$ cat src/design/vn_pkg.sv
package vn_pkg;

    localparam int COMP_W      = 16;
    localparam int MAG_W       = 20;
    localparam int RAD_W       = 40;   // (x^2+y^2+z^2) * 256
    localparam int REM_W       = MAG_W + 2;
    localparam int SQRT_STEPS  = 20;   // one root bit per stage
    localparam int DIV_STEPS   = 15;   // one quotient bit per stage
    localparam int NUM_W       = 34;   // |c| << 18
    localparam int COMP_SHIFT  = 18;
    localparam int LANES       = 3;
    localparam int QUEUE_DEPTH_DEF = 4;

    localparam logic [DIV_STEPS-1:0] UNIT_ONE = 15'd16384;

    typedef struct packed {
        logic signed [COMP_W-1:0] x;
        logic signed [COMP_W-1:0] y;
        logic signed [COMP_W-1:0] z;
        logic [MAG_W-1:0]         mag;
        logic                     zero;
    } item_t;

endpackage

$ cat src/design/vn_queue.sv
module vn_queue #(
    parameter int DEPTH = vn_pkg::QUEUE_DEPTH_DEF
) (
    input  logic          clk,
    input  logic          rst_n,
    input  logic          push,
    input  vn_pkg::item_t push_item,
    input  logic          pop,
    output vn_pkg::item_t head_item,
    output logic          full,
    output logic          nonempty
);

    localparam int PW = $clog2(DEPTH);
    localparam int CW = $clog2(DEPTH + 1);

    vn_pkg::item_t mem [0:DEPTH-1];
    logic [PW-1:0] wr_ptr_reg, rd_ptr_reg;
    logic [CW-1:0] count_reg;
    logic          do_push, do_pop;

    assign full      = (count_reg == CW'(DEPTH));
    assign nonempty  = (count_reg != '0);
    assign do_push   = push && !full;
    assign do_pop    = pop && nonempty;
    assign head_item = mem[rd_ptr_reg];

    always_ff @(posedge clk)
    begin
        if (do_push)
            mem[wr_ptr_reg] <= push_item;
    end

    always_ff @(posedge clk or negedge rst_n)
    begin
        if (!rst_n)
        begin
            wr_ptr_reg <= '0;
            rd_ptr_reg <= '0;
            count_reg  <= '0;
        end
        else
        begin
            if (do_push)
                wr_ptr_reg <= (wr_ptr_reg == PW'(DEPTH - 1)) ? '0 : wr_ptr_reg + 1'b1;
            if (do_pop)
                rd_ptr_reg <= (rd_ptr_reg == PW'(DEPTH - 1)) ? '0 : rd_ptr_reg + 1'b1;
            if (do_push && !do_pop)
                count_reg <= count_reg + 1'b1;
            else if (do_pop && !do_push)
                count_reg <= count_reg - 1'b1;
        end
    end

endmodule

$ cat config.mk
export PLATFORM = sky130hd
export DESIGN_NAME = vn_queue
export DESIGN_NICKNAME = d
export VERILOG_FILES = /design/src/design/vn_pkg.sv /design/src/design/vn_queue.sv
export SDC_FILE = /design/constraint.sdc
export NUM_CORES = 1
export LEC_CHECK = 0
export ABC_AREA = 1
export ABC_CLOCK_PERIOD_IN_PS = 4100
export BUFFER_PORTS_ARGS = -buffer_cell sky130_fd_sc_hd__buf_2
export CORE_MARGIN = 5
export CORE_UTILIZATION = 53
export CTS_CLUSTER_DIAMETER = 200
export DETAILED_ROUTE_END_ITERATION = 10
export GPL_TIMING_DRIVEN = 0
export PLACE_DENSITY = 0.77
export SLEW_MARGIN = 20
export SYNTH_ARGS = -nofsm -noshare
export SYNTH_HDL_FRONTEND = slang
export SYNTH_SLANG_ARGS = --single-unit
$ cat constraint.sdc
create_clock -name clk -period 4.1 [get_ports clk]
set_input_delay 0.82 -clock clk [delete_from_list [all_inputs] [get_ports clk]]
set_output_delay 0.82 -clock clk [all_outputs]
set_load 0.05 [all_outputs]
**Word-level counts from Yosys, hierarchy flattened**

Memories as Yosys holds them, arrays and structs flattened.
Cells that the tools add are included.

- Flip-flop bits (word level): 7
- Bits in latches: 0
- Bits in writable memories: 276
- Memory bits (read-only): 0
- Input bits: 73
- Output and inout bits: 71
- Word-level logic and storage cells: 26
- Memories kept: 1

Memories:

| memory | words | width | rd ports | clocked after memory_dff | wr ports | line | source |
|---|---|---|---|---|---|---|---|
| mem | 4 | 69 | 1 | 0 | 1 | vn_queue.sv:17 | `vn_pkg::item_t mem [0:DEPTH-1];` |

- $add $sub $neg: 4
- Multipliers: 0
- Div/mod/pow operators: 0
- Magnitude comparators: 0
- Equal/unequal tests: 3
- Shifts and indexed selects: 0
- Mux-type cells: 6
- Bitwise operators: 0
- Reduce and logical (&&, ||, !) cells: 9

Operators by type and width:

| operator | number |
|---|---|
| $mux W3 | 2 |
| $add A2 B1 Y2 const B | 2 |
| $eq A2 B2 Y1 const B | 2 |
| $logic_and A1 B1 Y1 | 4 |
| $mux W2 | 2 |
| $add A3 B1 Y3 const B | 1 |
| $eq A3 B3 Y1 const B | 1 |
| $logic_not A1 Y1 | 3 |
| $reduce_bool A3 Y1 | 1 |
| $sub A3 B1 Y3 const B | 1 |
| $mux W1 | 2 |
| $reduce_bool A2 Y1 | 1 |

**Longest topological paths before layout**

Gate-level depths: netlist (run 1).

- Depth after elaboration: 7
- Depth in mapped cells: 12
- Gate-level depth less buffers: 12

**Worst setup path before layout (run 1)**

Ideal clock, no wire load.

- Path kind: input to register
- Start: in push
- End: mem mem[0][0] in the netlist's numbering, enable pin
- Setup time: 0.497 ns
- Data arrival time: 3.847 ns
- Data required time: 3.603 ns
- Path slack: -0.244 ns
- Stages: 2
- Buffers on the path: 0
- Cells stage by stage: nand2_1 -> nor2_1

- Word-level cells in the longest chain between the ends: 3

Ends and longest elaborated chain:

| item | line | source |
|---|---|---|
| start: declaration | vn_queue.sv:6 | `input logic push,` |
| $logic_and A1 B1 Y1 | vn_queue.sv:24 | `assign do_push = push && !full;` |
| $mux W1 | vn_queue.sv:30 | `if (do_push)` |
| $mux W1 (implied by the code) | vn_queue.sv:31 | `mem[wr_ptr_reg] <= push_item;` |
| end: declaration | vn_queue.sv:17 |  |

Every way passes these cells.

==> reports/metrics.yaml, run 1 <==
power.switching_mw: 5.32
grt_max_degree: 25
io_buffers: 143
dieHeight_um: 161
wl_per_cell_um: 18.0
post_cts_resized: 0
ios: 144
drive_gt1_frac: 0.334
placeableCoreArea_um2: 22500
pwr-share-seq: 0.327
worstSetupStartpointType: "flip-flop"
dr.pass1.iters: 5
internal_power_mw: 6.79
grt_util_met2: 0.332
hpwl_mm: 15.9
ir_drop_mv: 0.564
crit_buf_inv: 5
worst-path-max-fanout: 10
insertion_delay_ns: 0.53
start_util: 0.537
skew_ns: 0.00945
period_minus_slack_ns: 2.91
netlist_instances: 865
drc: 0
min_period_over_period: 0.709
power_leakage_nw: 5.80
crit_path_end_kind: "primary output"
yosys_warnings: 0
r2r-end: "mem[0][12]"
finalMaxSlewViolations: 0
grt_use_met1: 0.247
avgSynthCellArea_um2: 14.0
path_cells: "buf_6 > inv_4 > buf_8 > buf_4 > o211ai_1 > nand2_1 > buf_2"
cp_top_family: "buffers and inverters"
overflow: 0
drt_iter0_markers: 369
crit-reg2reg-launch: "count_reg[0]"
largest_reg_flops: 276
r2r_cells: 6
hold_slack_ns: 0.122
cpMaxStageDelayCell: "dfrtp_1"
final_common_cell: "edfxtp_1"
swShare: 0.439
cts_made_buffers: 28
criticalPathCategory: "flip-flop to primary output"
antenna_found_initial: 4
grt.busiest_layer: "met2"
final_cell_mix: "276 x edfxtp_1, 193 x nand2_1, 160 x buf_2, 150 x inv_1, 81 x o211ai_2"
clock-sinks: 283
relSlewSlack: 0.641
cpPeakStageDelay_ns: 0.39
met3_usage: 0.0413
num_rows: 55
yosysSeqAreaShare: 0.701
cap_violations: 0
max_freq_mhz: 344
cts_max_level: 1
antenna_left: 0
viasPerCell: 5.19
cts_buffer_depth: 3
netlist_area_um2: 12100
clkTransAtPathRegs_ns: 0.06
ys_types: 21
total_power_mw: 12.1
cts_tree: "done"
status: "completed"
root_buffer: "clkbuf_16"
grt_pass1_vias: 7406
hold_viol: 0
areaGrowthSynthToFinish_pct: 18.5
grt_pass1_wl_mm: 39.0
setup_viol: 0
synth_seq_cells: 283
cp.arrival_ns: 2.09
design.die.area_um2: 25900
p_clk_frac: 0.194
required_ns: 3.28
die_w_um: 161
synth_nets: 945
cts_hold_buffers: 0
nNetsFinal: 1130
routed_wl_mm: 24.4
gp_congestion: 0.729
rsz0062_at_grt: "false"
worstMarginPinSlew_ns: 0.537
p_per_area_nw_per_um2: 847
pwr-share-comb: 0.479
n_antenna_cell: 0
cts_setup_buffers: 0
regToRegSetupSlack_ns: 1.88
min_path_type: "input port to async pin"
track_usage: 0.189
num_vias: 7027
[stage by stage]
step	util	worst slack [ns]	cell area (um2)	instances	setup TNS [ns]
2_1_floorplan	-	-0.244	12100	865	-67.26
3_3_place_gp	0.584	-2.69	13100	1293	-715.10
3_5_place_dp	0.598	1.59	13500	1305	0
4_1_cts	0.636	1.17	14300	1355	0
5_1_grt	0.636	1.11	14300	1355	0
6_report	0.636	1.19	14300	1355	0
[power groups by stage]
stage / Clock, mW / Sequential [mW] / Combinational (mW)
6_report: 2.35 / 3.95 / 5.80
4_1_cts: 2.40 / 3.96 / 5.88
3_5_place_dp: 0 / 4.02 / 5.86
2_1_floorplan: 0 / 4.04 / 4.29
5_1_grt: 2.53 / 4.00 / 6.19
3_3_place_gp: 0 / 4.11 / 5.58
[worst reg2reg max path, cell delays in order (launching register included)]
cell and delay (ns):
dfrtp_1 0.42, inv_2 0.05, nand3_1 0.15, nand2_1 0.31
nor2_4 0.53, buf_16 0.24, buf_16 0.20
[synth_stat cells, drive strengths merged]
library cell	instances	share of area
inv	153	0.048
xnor2	1	0.00073
dfrtp	7	0.015
fa	1	0.0017
buf	46	0.042
o21ai	1	0.00041
ha	6	0.0062
edfxtp	276	0.69
nand3	7	0.0029
nor2	6	0.0019
o211ai	138	0.12
nand4	1	0.00052
nand2	222	0.075
[cell families after synthesis]
family	after synthesis	share of synthesized area
AO/OA/AOI/OAI	139	0.120
XOR/XNOR	1	0.000726
buffers and inverters	199	0.0903
AND/OR/NAND/NOR	236	0.0803
flip-flops	283	0.701
adder cells (fa/ha/maj)	7	0.00788
[worst max-delay path by stage]
stage | from | to | slack (ns) | cells past startpoint
floorplan | push | mem[0][0] | -0.24 | 2
global placement | push | mem[1][11] | -2.69 | 3
detailed placement | push | mem[1][11] | 1.59 | 5
CTS | rd_ptr_reg[1] | head_item[48] | 1.17 | 7
global route | rd_ptr_reg[1] | head_item[47] | 1.11 | 7
finish | rd_ptr_reg[1] | head_item[47] | 1.19 | 7
[cell type report]
type / instances / area, um2
flip-flops and latches: 283 / 8460
fillers: 1619 / 8200
plain buffers: 46 / 513
clock buffers: 34 / 744
clock inverters: 16 / 105
inverters: 153 / 577
multi-input cells: 383 / 2550
well taps: 285 / 357
repair buffers: 155 / 993
[layer usage]
| metal | share of wire | wire length (um) | vias to the layer above |
|---|---|---|---|
| met5 | 0.0019 | 46 | - |
| met4 | 0.015 | 374 | 8 |
| met1 | 0.41 | 9940 | 3364 |
| met2 | 0.50 | 12300 | 225 |
| met3 | 0.075 | 1820 | 45 |
| li1 | - | - | 3385 |
No activity file was read; power rests on OpenSTA's default activity.
==> run 2, diff against run 1 <==
ABC_CLOCK_PERIOD_IN_PS = 2700   (was 4100)
CORE_UTILIZATION = 55   (was 53)
PLACE_DENSITY = 0.76   (was 0.77)
clock period = 2.7 ns   (was 4.1 ns; I/O delays follow)
==> reports/metrics.yaml, run 2 (synthesis gave the netlist of run 1 again) <==
power_leakage_nw: 5.88
dp_worst_setup_slack_ns: 0.372
crit_path_frequent_cell: "buf_2"
n_antenna_cell: 0
cap_violations: 0
fin_setup_tns_ns: 0
hold_viol: 0
rsz0062_at_grt: "false"
cpPeakStageDelay_ns: 0.39
fin_ws_ns: 0.0870
clkTransAtPathRegs_ns: 0.06
track_usage: 0.203
required_ns: 2.16
placeableCoreArea_um2: 21700
p_per_area_nw_per_um2: 1310
drive_gt1_frac: 0.339
grt_pass1_wl_mm: 39.5
power.switching_mw: 8.13
criticalPathCategory: "flip-flop to primary output"
design.die.area_um2: 25000
cpMaxStageDelayCell: "dfrtp_1"
routed_wl_mm: 24.8
status: "completed"
overflow: 0
grt_max_degree: 23
skew_ns: 0.0109
cts_max_level: 1
relSlewSlack: 0.533
drc: 0
crit_start: "rd_ptr_reg[1]"
io_buffers: 143
dp_cells: 1300
p_clk_frac: 0.218
finalMaxSlewViolations: 0
antenna_left: 0
path_cells: "buf_6 > inv_4 > buf_2 > o211ai_1 > nand2_1 > buf_2"
max_freq_mhz: 383
crit-reg2reg-launch: "count_reg[0]"
hpwl_mm: 16.3
total_power_mw: 19.0
largest_reg_flops: 276
setup_viol: 0
worstSetupStartpointType: "flip-flop"
period_minus_slack_ns: 2.61
min_period_over_period: 0.968
die_w_um: 158
cts_setup_buffers: 0
antenna_found_initial: 2
worstMarginPinSlew_ns: 0.698
gp_congestion: 0.733
min-delay-start: "push_item[30]"
clock-sinks: 283
pwr-share-seq: 0.317
crit_path_end_kind: "primary output"
start_util: 0.557
root_buffer: "clkbuf_16"
cts_tree: "done"
nNetsFinal: 1132
cp.arrival_ns: 2.07
final_cell_mix: "276 x edfxtp_1, 193 x nand2_1, 159 x buf_2, 150 x inv_1, 81 x o211ai_2"
pwr-share-comb: 0.465
num_vias: 7013
min_path_type: "input port to flip-flop"
drt_iter0_markers: 429
hold_slack_ns: 0.225
areaGrowthSynthToFinish_pct: 20.0
ir_drop_mv: 1.02
insertion_delay_ns: 0.53
final_common_cell: "edfxtp_1"
cts_made_buffers: 29
dieHeight_um: 158
swShare: 0.428
ios: 144
layoutNonFillerInstCount: 1352
viasPerCell: 5.19
worst-path-max-fanout: 10
wl_per_cell_um: 18.4
dr.pass1.iters: 4
grt_pass1_vias: 7383
num_rows: 54
cts_buffer_depth: 3
internal_power_mw: 10.8
run 2: power by group through the flow:
stage	registers, mW	logic [mW]	clock network, mW
after CTS	6.01	8.97	4.19
final	6.01	8.83	4.14
after global routing	6.07	9.48	4.40
after detailed placement	6.10	8.93	0
after floorplan	6.09	6.52	0
after global placement	6.16	8.49	0
run 2: per-layer routing:
| metal | GRT usage | share of wire |
|---|---|---|
| met2 | 0.353 | 0.50 |
| met3 | 0.0394 | 0.064 |
| met5 | 0 | 0.00077 |
| met4 | 0.0516 | 0.021 |
| met1 | 0.265 | 0.41 |
run 2: final timing paths:
path	endpoint	depth (start not counted)	slack, ns
worst max register to register	mem[1][16]	6	0.40
min in group asynchronous	count_reg[2]	2	0.38
worst max-delay path	head_item[58]	6	0.09
worst min-delay path	mem[0][30]	1	0.23
max in group asynchronous	wr_ptr_reg[0]	2	2.16
worst min register to register	count_reg[2]	2	0.52
run 2: layout make-up:
class	count	area, um2
buffer	46	513
clock buffer	32	747
clock inverter	19	246
fill	1481	7210
inverter	153	577
multi-input combinational	383	2550
sequential	283	8460
tap	280	350
timing repair buffer	156	1040
run 2: what timing repair did:
| item | in CTS | in global routing |
|---|---|---|
| endpoints found under the hold margin | 7 | 0 |
| hold buffers | 1 | 0 |
| setup endpoints to repair | 0 | 1 |
| resized for setup | 0 | 1 |
run 2: metrics by stage:
step	utilization	instance area (um2)
CTS	0.668	14500
detailed placement	0.621	13500
floorplan	-	12100
global placement	0.606	13100
global route	0.668	14500
finish	0.668	14500
run 2: worst max-delay path, delay by kind of cell (launching register included):
| family | cells | cell delay (ns) |
|---|---|---|
| AOI/OAI and AO/OA | 1 | 0.14 |
| buffers and inverters | 4 | 0.88 |
| DFF | 1 | 0.39 |
| and+or+nand+nor | 1 | 0.13 |
