$ cat config.mk
export PLATFORM = sky130hd
export DESIGN_NAME = vn_front
export DESIGN_NICKNAME = d
export VERILOG_FILES = /design/src/design/vn_pkg.sv /design/src/design/vn_front.sv
export SDC_FILE = /design/constraint.sdc
export NUM_CORES = 2
export LEC_CHECK = 0
export BUFFER_PORTS_ARGS = -buffer_cell sky130_fd_sc_hd__buf_4
export CAP_MARGIN = 20
export CORE_AREA = 2 2 347 521
export CTS_CLUSTER_DIAMETER = 100
export DETAILED_ROUTE_END_ITERATION = 6
export DIE_AREA = 0 0 349 523
export PLACE_DENSITY = 0.75
export SETUP_SLACK_MARGIN = 0.5
export SLEW_MARGIN = 20
export SYNTH_ARGS = -nofsm -noshare
export SYNTH_HDL_FRONTEND = slang
export SYNTH_SLANG_ARGS = --single-unit
$ cat constraint.sdc
create_clock -name clk -period 4.4 [get_ports clk]
set_clock_uncertainty 0.15 [all_clocks]
set_input_delay 0.44 -clock clk [delete_from_list [all_inputs] [get_ports clk]]
set_output_delay 0.44 -clock clk [all_outputs]
set_load 0.01 [all_outputs]
$ cat src/design/vn_pkg.sv
package vn_pkg;

    localparam int COMP_W      = 16;
    localparam int MAG_W       = 20;
    localparam int RAD_W       = 40;   // (x^2+y^2+z^2) * 256
    localparam int REM_W       = MAG_W + 2;
    localparam int SQRT_STEPS  = 20;   // one root bit per stage
    localparam int DIV_STEPS   = 15;   // one quotient bit per stage
    localparam int NUM_W       = 34;   // |c| << 18
    localparam int COMP_SHIFT  = 18;
    localparam int LANES       = 3;
    localparam int QUEUE_DEPTH_DEF = 4;

    localparam logic [DIV_STEPS-1:0] UNIT_ONE = 15'd16384;

    typedef struct packed {
        logic signed [COMP_W-1:0] x;
        logic signed [COMP_W-1:0] y;
        logic signed [COMP_W-1:0] z;
        logic [MAG_W-1:0]         mag;
        logic                     zero;
    } item_t;

endpackage

$ cat src/design/vn_front.sv
module vn_front (
    input  logic                                 clk,
    input  logic                                 rst_n,
    input  logic                                 in_valid,
    output logic                                 in_stall,
    input  logic signed [vn_pkg::COMP_W-1:0]     comp_x,
    input  logic signed [vn_pkg::COMP_W-1:0]     comp_y,
    input  logic signed [vn_pkg::COMP_W-1:0]     comp_z,
    input  logic [vn_pkg::MAG_W-1:0]             min_mag,
    input  logic                                 q_full,
    output logic                                 push,
    output vn_pkg::item_t                        push_item
);

    localparam int N = vn_pkg::SQRT_STEPS;

    logic adv;

    // square stage
    logic        sq_valid_reg;
    logic [30:0] sqx_reg, sqy_reg, sqz_reg;
    logic signed [vn_pkg::COMP_W-1:0] cx_reg, cy_reg, cz_reg;
    logic signed [31:0] px, py, pz;

    // root stages: index 0 holds the radicand, index N the finished root
    logic                             st_valid_reg [0:N];
    logic [vn_pkg::RAD_W-1:0]         rad_reg      [0:N];
    logic [vn_pkg::REM_W-1:0]         rem_reg      [0:N];
    logic [vn_pkg::MAG_W-1:0]         root_reg     [0:N];
    logic signed [vn_pkg::COMP_W-1:0] sx_reg       [0:N];
    logic signed [vn_pkg::COMP_W-1:0] sy_reg       [0:N];
    logic signed [vn_pkg::COMP_W-1:0] sz_reg       [0:N];

    logic [vn_pkg::RAD_W-1:0]  rad_next  [0:N-1];
    logic [vn_pkg::REM_W-1:0]  rem_next  [0:N-1];
    logic [vn_pkg::MAG_W-1:0]  root_next [0:N-1];
    logic [vn_pkg::REM_W+1:0]  tr        [0:N-1];
    logic [vn_pkg::REM_W+1:0]  trial     [0:N-1];
    logic [31:0]               sum;

    assign adv      = !q_full;
    assign in_stall = q_full;

    assign px  = 32'(comp_x) * 32'(comp_x);
    assign py  = 32'(comp_y) * 32'(comp_y);
    assign pz  = 32'(comp_z) * 32'(comp_z);
    assign sum = 32'(sqx_reg) + 32'(sqy_reg) + 32'(sqz_reg);

    always_comb
    begin
        for (int k = 0; k < N; k++)
        begin
            tr[k]    = {rem_reg[k], rad_reg[k][vn_pkg::RAD_W-1 -: 2]};
            trial[k] = {2'b00, root_reg[k], 2'b01};
            rad_next[k] = rad_reg[k] << 2;
            if (tr[k] >= trial[k])
            begin
                rem_next[k]  = vn_pkg::REM_W'(tr[k] - trial[k]);
                root_next[k] = {root_reg[k][vn_pkg::MAG_W-2:0], 1'b1};
            end
            else
            begin
                rem_next[k]  = vn_pkg::REM_W'(tr[k]);
                root_next[k] = {root_reg[k][vn_pkg::MAG_W-2:0], 1'b0};
            end
        end
    end

    always_ff @(posedge clk or negedge rst_n)
    begin
        if (!rst_n)
        begin
            sq_valid_reg <= 1'b0;
            for (int k = 0; k <= N; k++)
                st_valid_reg[k] <= 1'b0;
        end
        else if (adv)
        begin
            sq_valid_reg    <= in_valid;
            st_valid_reg[0] <= sq_valid_reg;
            for (int k = 0; k < N; k++)
                st_valid_reg[k+1] <= st_valid_reg[k];
        end
    end

    always_ff @(posedge clk)
    begin
        if (adv)
        begin
            sqx_reg <= px[30:0];
            sqy_reg <= py[30:0];
            sqz_reg <= pz[30:0];
            cx_reg  <= comp_x;
            cy_reg  <= comp_y;
            cz_reg  <= comp_z;

            rad_reg[0]  <= {sum, 8'h00};
            rem_reg[0]  <= '0;
            root_reg[0] <= '0;
            sx_reg[0]   <= cx_reg;
            sy_reg[0]   <= cy_reg;
            sz_reg[0]   <= cz_reg;
            for (int k = 0; k < N; k++)
            begin
                rad_reg[k+1]  <= rad_next[k];
                rem_reg[k+1]  <= rem_next[k];
                root_reg[k+1] <= root_next[k];
                sx_reg[k+1]   <= sx_reg[k];
                sy_reg[k+1]   <= sy_reg[k];
                sz_reg[k+1]   <= sz_reg[k];
            end
        end
    end

    // classify: zero length always counts as below the minimum
    assign push           = adv && st_valid_reg[N];
    assign push_item.x    = sx_reg[N];
    assign push_item.y    = sy_reg[N];
    assign push_item.z    = sz_reg[N];
    assign push_item.mag  = root_reg[N];
    assign push_item.zero = (root_reg[N] == '0) || (root_reg[N] < min_mag);

endmodule

### Word-level counts from Yosys, hierarchy flattened

Memories as Yosys holds them, arrays and structs flattened.
Index checks and enable logic that the tools add are counted.

* bits in registers: 163
* RAM bits: 2688
* input port bits: 72
* output and inout port bits: 71
* word-level logic and storage cells: 125
* memories: 6

Memory list
* rad_reg: words 21, width 38, read ports 20, clocked after Yosys merged registers in 0, wr ports 21, line vn_front.sv:27 `logic [vn_pkg::RAD_W-1:0] rad_reg [0:N];`
* rem_reg: words 21, width 22, read ports 20, clocked after Yosys merged registers in 0, wr ports 21, line vn_front.sv:28 `logic [vn_pkg::REM_W-1:0] rem_reg [0:N];`
* root_reg: words 21, width 20, read ports 21, clocked after Yosys merged registers in 0, wr ports 21, line vn_front.sv:29 `logic [vn_pkg::MAG_W-1:0] root_reg [0:N];`
* sx_reg: words 21, width 16, read ports 21, clocked after Yosys merged registers in 0, wr ports 21, line vn_front.sv:30 `logic signed [vn_pkg::COMP_W-1:0] sx_reg [0:N];`
* sy_reg: words 21, width 16, read ports 21, clocked after Yosys merged registers in 0, wr ports 21, line vn_front.sv:31 `logic signed [vn_pkg::COMP_W-1:0] sy_reg [0:N];`
* sz_reg: words 21, width 16, read ports 21, clocked after Yosys merged registers in 0, wr ports 21, line vn_front.sv:32 `logic signed [vn_pkg::COMP_W-1:0] sz_reg [0:N];`

* add/sub/neg operators: 22
* multiply operators: 3
* order comparisons: 21
* mux-type cells: 41
* reductions and logical operators: 4

Operator list (number)
* $ge 24x22->1: 20
* $mux 22: 20
* $sub 22x22->22: 20
* $mul 16x16->31: 3
* $add 31x31->32: 1
* $add 32x31->32: 1
* $mux 1: 21
* $logic_not 20->1: 1
* $lt 20x20->1: 1
* $logic_and 1x1->1: 1
* $logic_not 1->1: 1
* $logic_or 1x1->1: 1

### Depth between registers and ports, before layout

An unclocked memory read counts as a cell.

* depth after elaboration: 3
* depth in mapped cells: 26
* depth with buffers taken out: 25

### Worst setup path after synthesis

Ideal clock, no wire load.

* kind: in2reg
* start: in q_full
* end: reg cx_reg[10] (netlist name), enable pin
* library setup time: 2.327 ns
* arrival: 39.380 ns
* required time: 1.923 ns
* slack: -37.457 ns
* stages on the path: 3
* cells stage by stage: clkbuf_1 -> clkbuf_1 -> inv_1

RTL lines
* start, declared: line vn_front.sv:10 `input logic q_full,`
* end signal, assigned: line vn_front.sv:93 `cx_reg <= comp_x;`
* end, declared: line vn_front.sv:22 `logic signed [vn_pkg::COMP_W-1:0] cx_reg, cy_reg, cz_reg;`

No word-level cell between the ends.

### Worst setup path in the final report

* start: in comp_x[10] (netlist name)
* end: reg sqx_reg[29] (data pin)

* longest elaborated chain between the ends: 1

Ends and longest elaborated chain
* start, declared: line vn_front.sv:6 `input logic signed [vn_pkg::COMP_W-1:0] comp_x,`
* $mul 16x16->31: line vn_front.sv:44 `assign px = 32'(comp_x) * 32'(comp_x);`
* via px[29]: line vn_front.sv:23 `logic signed [31:0] px, py, pz;`
* end signal, assigned: line vn_front.sv:90 `sqx_reg <= px[30:0];`
* end, declared: line vn_front.sv:21 `logic [30:0] sqx_reg, sqy_reg, sqz_reg;`

The timed path passes the listed nets, and every way through them passes these cells.
A chain may end at the register's enable or synchronous reset.

==> impl_metrics.json <==
{
  "core-area_mm2": 0.178,
  "reg2reg_from": "rad_reg[3][151]$_DFFE_PN_",
  "gp_congestion": 0.903,
  "synth_edf_count": 2012,
  "syn_area_per_cell_um2": 13.8,
  "drt_iter0_markers": 3183,
  "crit_path_max_incr_delay_ps": 550,
  "violations": "design-rule violations, negative setup slack",
  "crit_fanout": 6,
  "rsz0062_at_grt": "yes",
  "port_buffers": 142,
  "outcome": "complete, but fails checks",
  "wirelength_um": 205000,
  "finalNetCount": 9929,
  "die_w_um": 349,
  "grt_max_degree": 196,
  "fill_cells": 11700,
  "clockBufferDepth": 4,
  "cp.arrival_ps": 6090,
  "cts_buffers": 183,
  "antenna_found_initial": 1,
  "cts_tree": "done",
  "syn_inst": 7588,
  "die_y_um": 523,
  "endpoint_kind": "flop",
  "largest_reg_flops": 387,
  "via_per_inst": 5.36,
  "clkLatencyLatePin_ps": 850,
  "grt_pass1_wl_um": 322000,
  "async_reset_ff_share_pct": 1.08,
  "synth_cell_types": 77,
  "vias": 59200,
  "finalMaxSlewViolations": 0,
  "initial_core_util_pct": 58.7,
  "drive_gt1_share_pct": 20.1,
  "crit_chain": "buf_6 > buf_12 > and2_4 > fa_1 > inv_2 > fa_1 > fa_1 > inv_1 > fa_1 > fa_1 > inv_2 > fa_1 > inv_2 > ha_4 > a21o_1 > a21oi_2 > buf_4 > nand2_1 > o211a_1 > o41ai_2 > buf_4 > o21ai_4 > o31a_1 > a211o_1",
  "post-route-period-util_pct": 129,
  "critPathKind": "in -> reg",
  "critical_path.startpoint": "comp_x[10]",
  "place_inst": 10500,
  "wire_per_inst_um": 18.6,
  "syn_area_mm2": 0.105,
  "slew_headroom_pct": 27.7,
  "cp.required_ps": 4800,
  "seq_area_frac_synth_pct": 58.3,
  "worst_slew_pin_slew_ps": 1080,
  "hpwl_um": 146000,
  "clkTransAtPathRegs_ps": 60,
  "dr.pass1.iters": 7,
  "setup_viol": 63,
  "route.detailed.drc": 1,
  "ios": 143,
  "die_area_mm2": 0.183,
  "finalCriticalPeriod_ps": 5690,
  "ant_nets": 0,
  "syn2layout_area_growth_pct": 18.3,
  "final_hold_viol_count": 0,
  "cp_slowest_cell": "fa_1",
  "synth_seq_cells": 2034,
  "yosysWarnings": 0,
  "grt_pass1_vias": 64600,
  "hold_path_class": "in -> reg",
  "setup_slack_ps": -1290,
  "grt_overflow": 0,
  "htreeDepth": 4,
  "cpMostUsedCell": "fa_1",
  "ys.flop_type": "edfxtp_1",
  "critPathLaunchType": "primary input",
  "row_count": 190,
  "cap_violations": 0,
  "cts.sink_count": 2034,
  "min-delay-start": "comp_x[15]",
  "gr-usage-all-layers_pct": 22.5,
  "timing.fmax_mhz": 176,
  "instances_no_fill": 11000,
  "cts-root-buf": "clkbuf_16"
}
## final timing paths
kind / endpoint / slack [ps] / depth (start not counted)
max: sqx_reg[29]$_DFFE_PN_ / -1290 / 24
min: cx_reg[15]$_DFFE_PN_ / 70 / 3
max reg2reg: rem_reg[4][12]$_DFFE_PN_ / 580 / 12
min reg2reg: sy_reg[2][7]$_DFFE_PN_ / 190 / 0
max in group asynchronous: st_valid_reg[10]$_DFFE_PN0N_ / 2800 / 3
min in group asynchronous: st_valid_reg[0]$_DFFE_PN0N_ / 690 / 3
## Yosys cell counts, types with 46 or more instances
cell type / n / share of area, %
a21o_1: 105 / 0.75
a21oi_1: 228 / 1.1
and2_1: 104 / 0.62
clkbuf_1: 113 / 0.41
edfxtp_1: 2012 / 58
fa_1: 724 / 14
ha_1: 529 / 6.3
inv_1: 1364 / 4.9
mux2_2: 46 / 0.50
nand2_1: 478 / 1.7
nand2b_1: 65 / 0.39
nand3_1: 64 / 0.31
nor2_1: 350 / 1.3
nor2b_1: 49 / 0.29
nor3_1: 114 / 0.55
nor4_1: 51 / 0.31
o21a_1: 71 / 0.51
o21ai_0: 174 / 0.83
xnor2_1: 254 / 2.1
xor2_1: 175 / 1.5
## critical path: cells and delay by family
kind | cells | cell delay, ps
AO/OA/AOI/OAI | 7 | 1380
AND/OR/NAND/NOR | 2 | 230
buffers and inverters | 8 | 740
adder cells (fa/ha/maj) | 7 | 3290
## area by class of cell
cell class,count,area [um^2],area share [%]
diodes,1,2.50,0.00202
clock buffers,218,4770,3.86
clock inverters,103,1060,0.858
inverters,1369,5170,4.18
multi-input cells,4054,40300,32.6
flip-flops and latches,2034,61000,49.3
well taps,2304,2880,2.33
repair buffers,962,8520,6.89
## kinds of logic (layout without fill, tap and decap cells)
family / count (synthesis) / in the layout / synth area share, %
AND/OR/NAND/NOR: 1449 / 1449 / 6.59
multiplexers: 56 / 56 / 0.595
adder cells (fa/ha/maj): 1253 / 1253 / 20.2
other: 1 / 5 / 0.00359
AO/OA/AOI/OAI: 863 / 863 / 5.27
XOR/XNOR: 429 / 429 / 3.59
flip-flops: 2034 / 2034 / 58.3
buffers and inverters: 1503 / 2652 / 5.46
## through the flow
| step | TNS [ps] | cell area, um^2 | hold slack [ps] | setup slack [ps] | utilization, % |
|---|---|---|---|---|---|
| global placement | -119370 | 113000 | 183 | -2520 | 63.4 |
| finish | -46630 | 124000 | 65.8 | -1290 | 69.5 |
| global route | -56090 | 124000 | 48.6 | -1520 | 69.5 |
| detailed placement | -123150 | 113000 | 189 | -2530 | 63.4 |
| floorplan | - | 105000 | -5.59 | -27250 | - |
| CTS | -42230 | 123000 | 7.10 | -1310 | 68.8 |
## layout by cell type, fill, tap and decap left out, types with 24 or more instances in the layout
master         netlist  layout
o21ai_1             32      34
o21ai_0            174     151
nand4_1             27      27
buf_12               0      37
edfxtp_1          2012    2012
a21o_1             105     105
a21oi_2              0      31
buf_6                0     121
ha_1               529     462
or3_1               35      34
nand2b_1            65      64
fa_2                 0      38
clkbuf_1           113      32
fa_1               724     686
buf_8                0      29
a21oi_1            228     189
and2_4               0      34
xor2_1             175     171
nor2_2               0      24
nand3_1             64      57
o31ai_1             42      36
clkinv_1             4      37
nor2b_1             49      45
clkbuf_16            0     186
nand2_1            478     427
and2_1             104      70
xnor2_1            254     238
o21a_1              71      69
dlygate4sd3_1        0      46
nand2_2              0      30
o21bai_1            35      31
inv_1             1364    1257
inv_2                1     100
nor3_1             114     108
mux2_2              46      46
nor4_1              51      47
ha_4                 0      53
buf_4               17     727
nor2_1             350     313
## metal layers
layer,up-vias,track usage (%),wire length [um]
li1,27800,-,-
met4,0,13.1,13300
met5,-,0,0
met2,1114,45.7,120000
met3,595,2.32,5030
met1,29700,21.3,67100
## timing repair
action | CTS | global route
gates resized for setup | 642 | 198
setup endpoints to repair | 110 | 118
endpoints found under the hold margin | 85 | 0
hold buffers | 46 | 0
gates cloned | 2 | 0
pin swaps | 388 | 179
setup buffers | 114 | 41
Power is not shown: default switching activity piles up to over one toggle a cycle in this logic, so the estimate is an artifact.
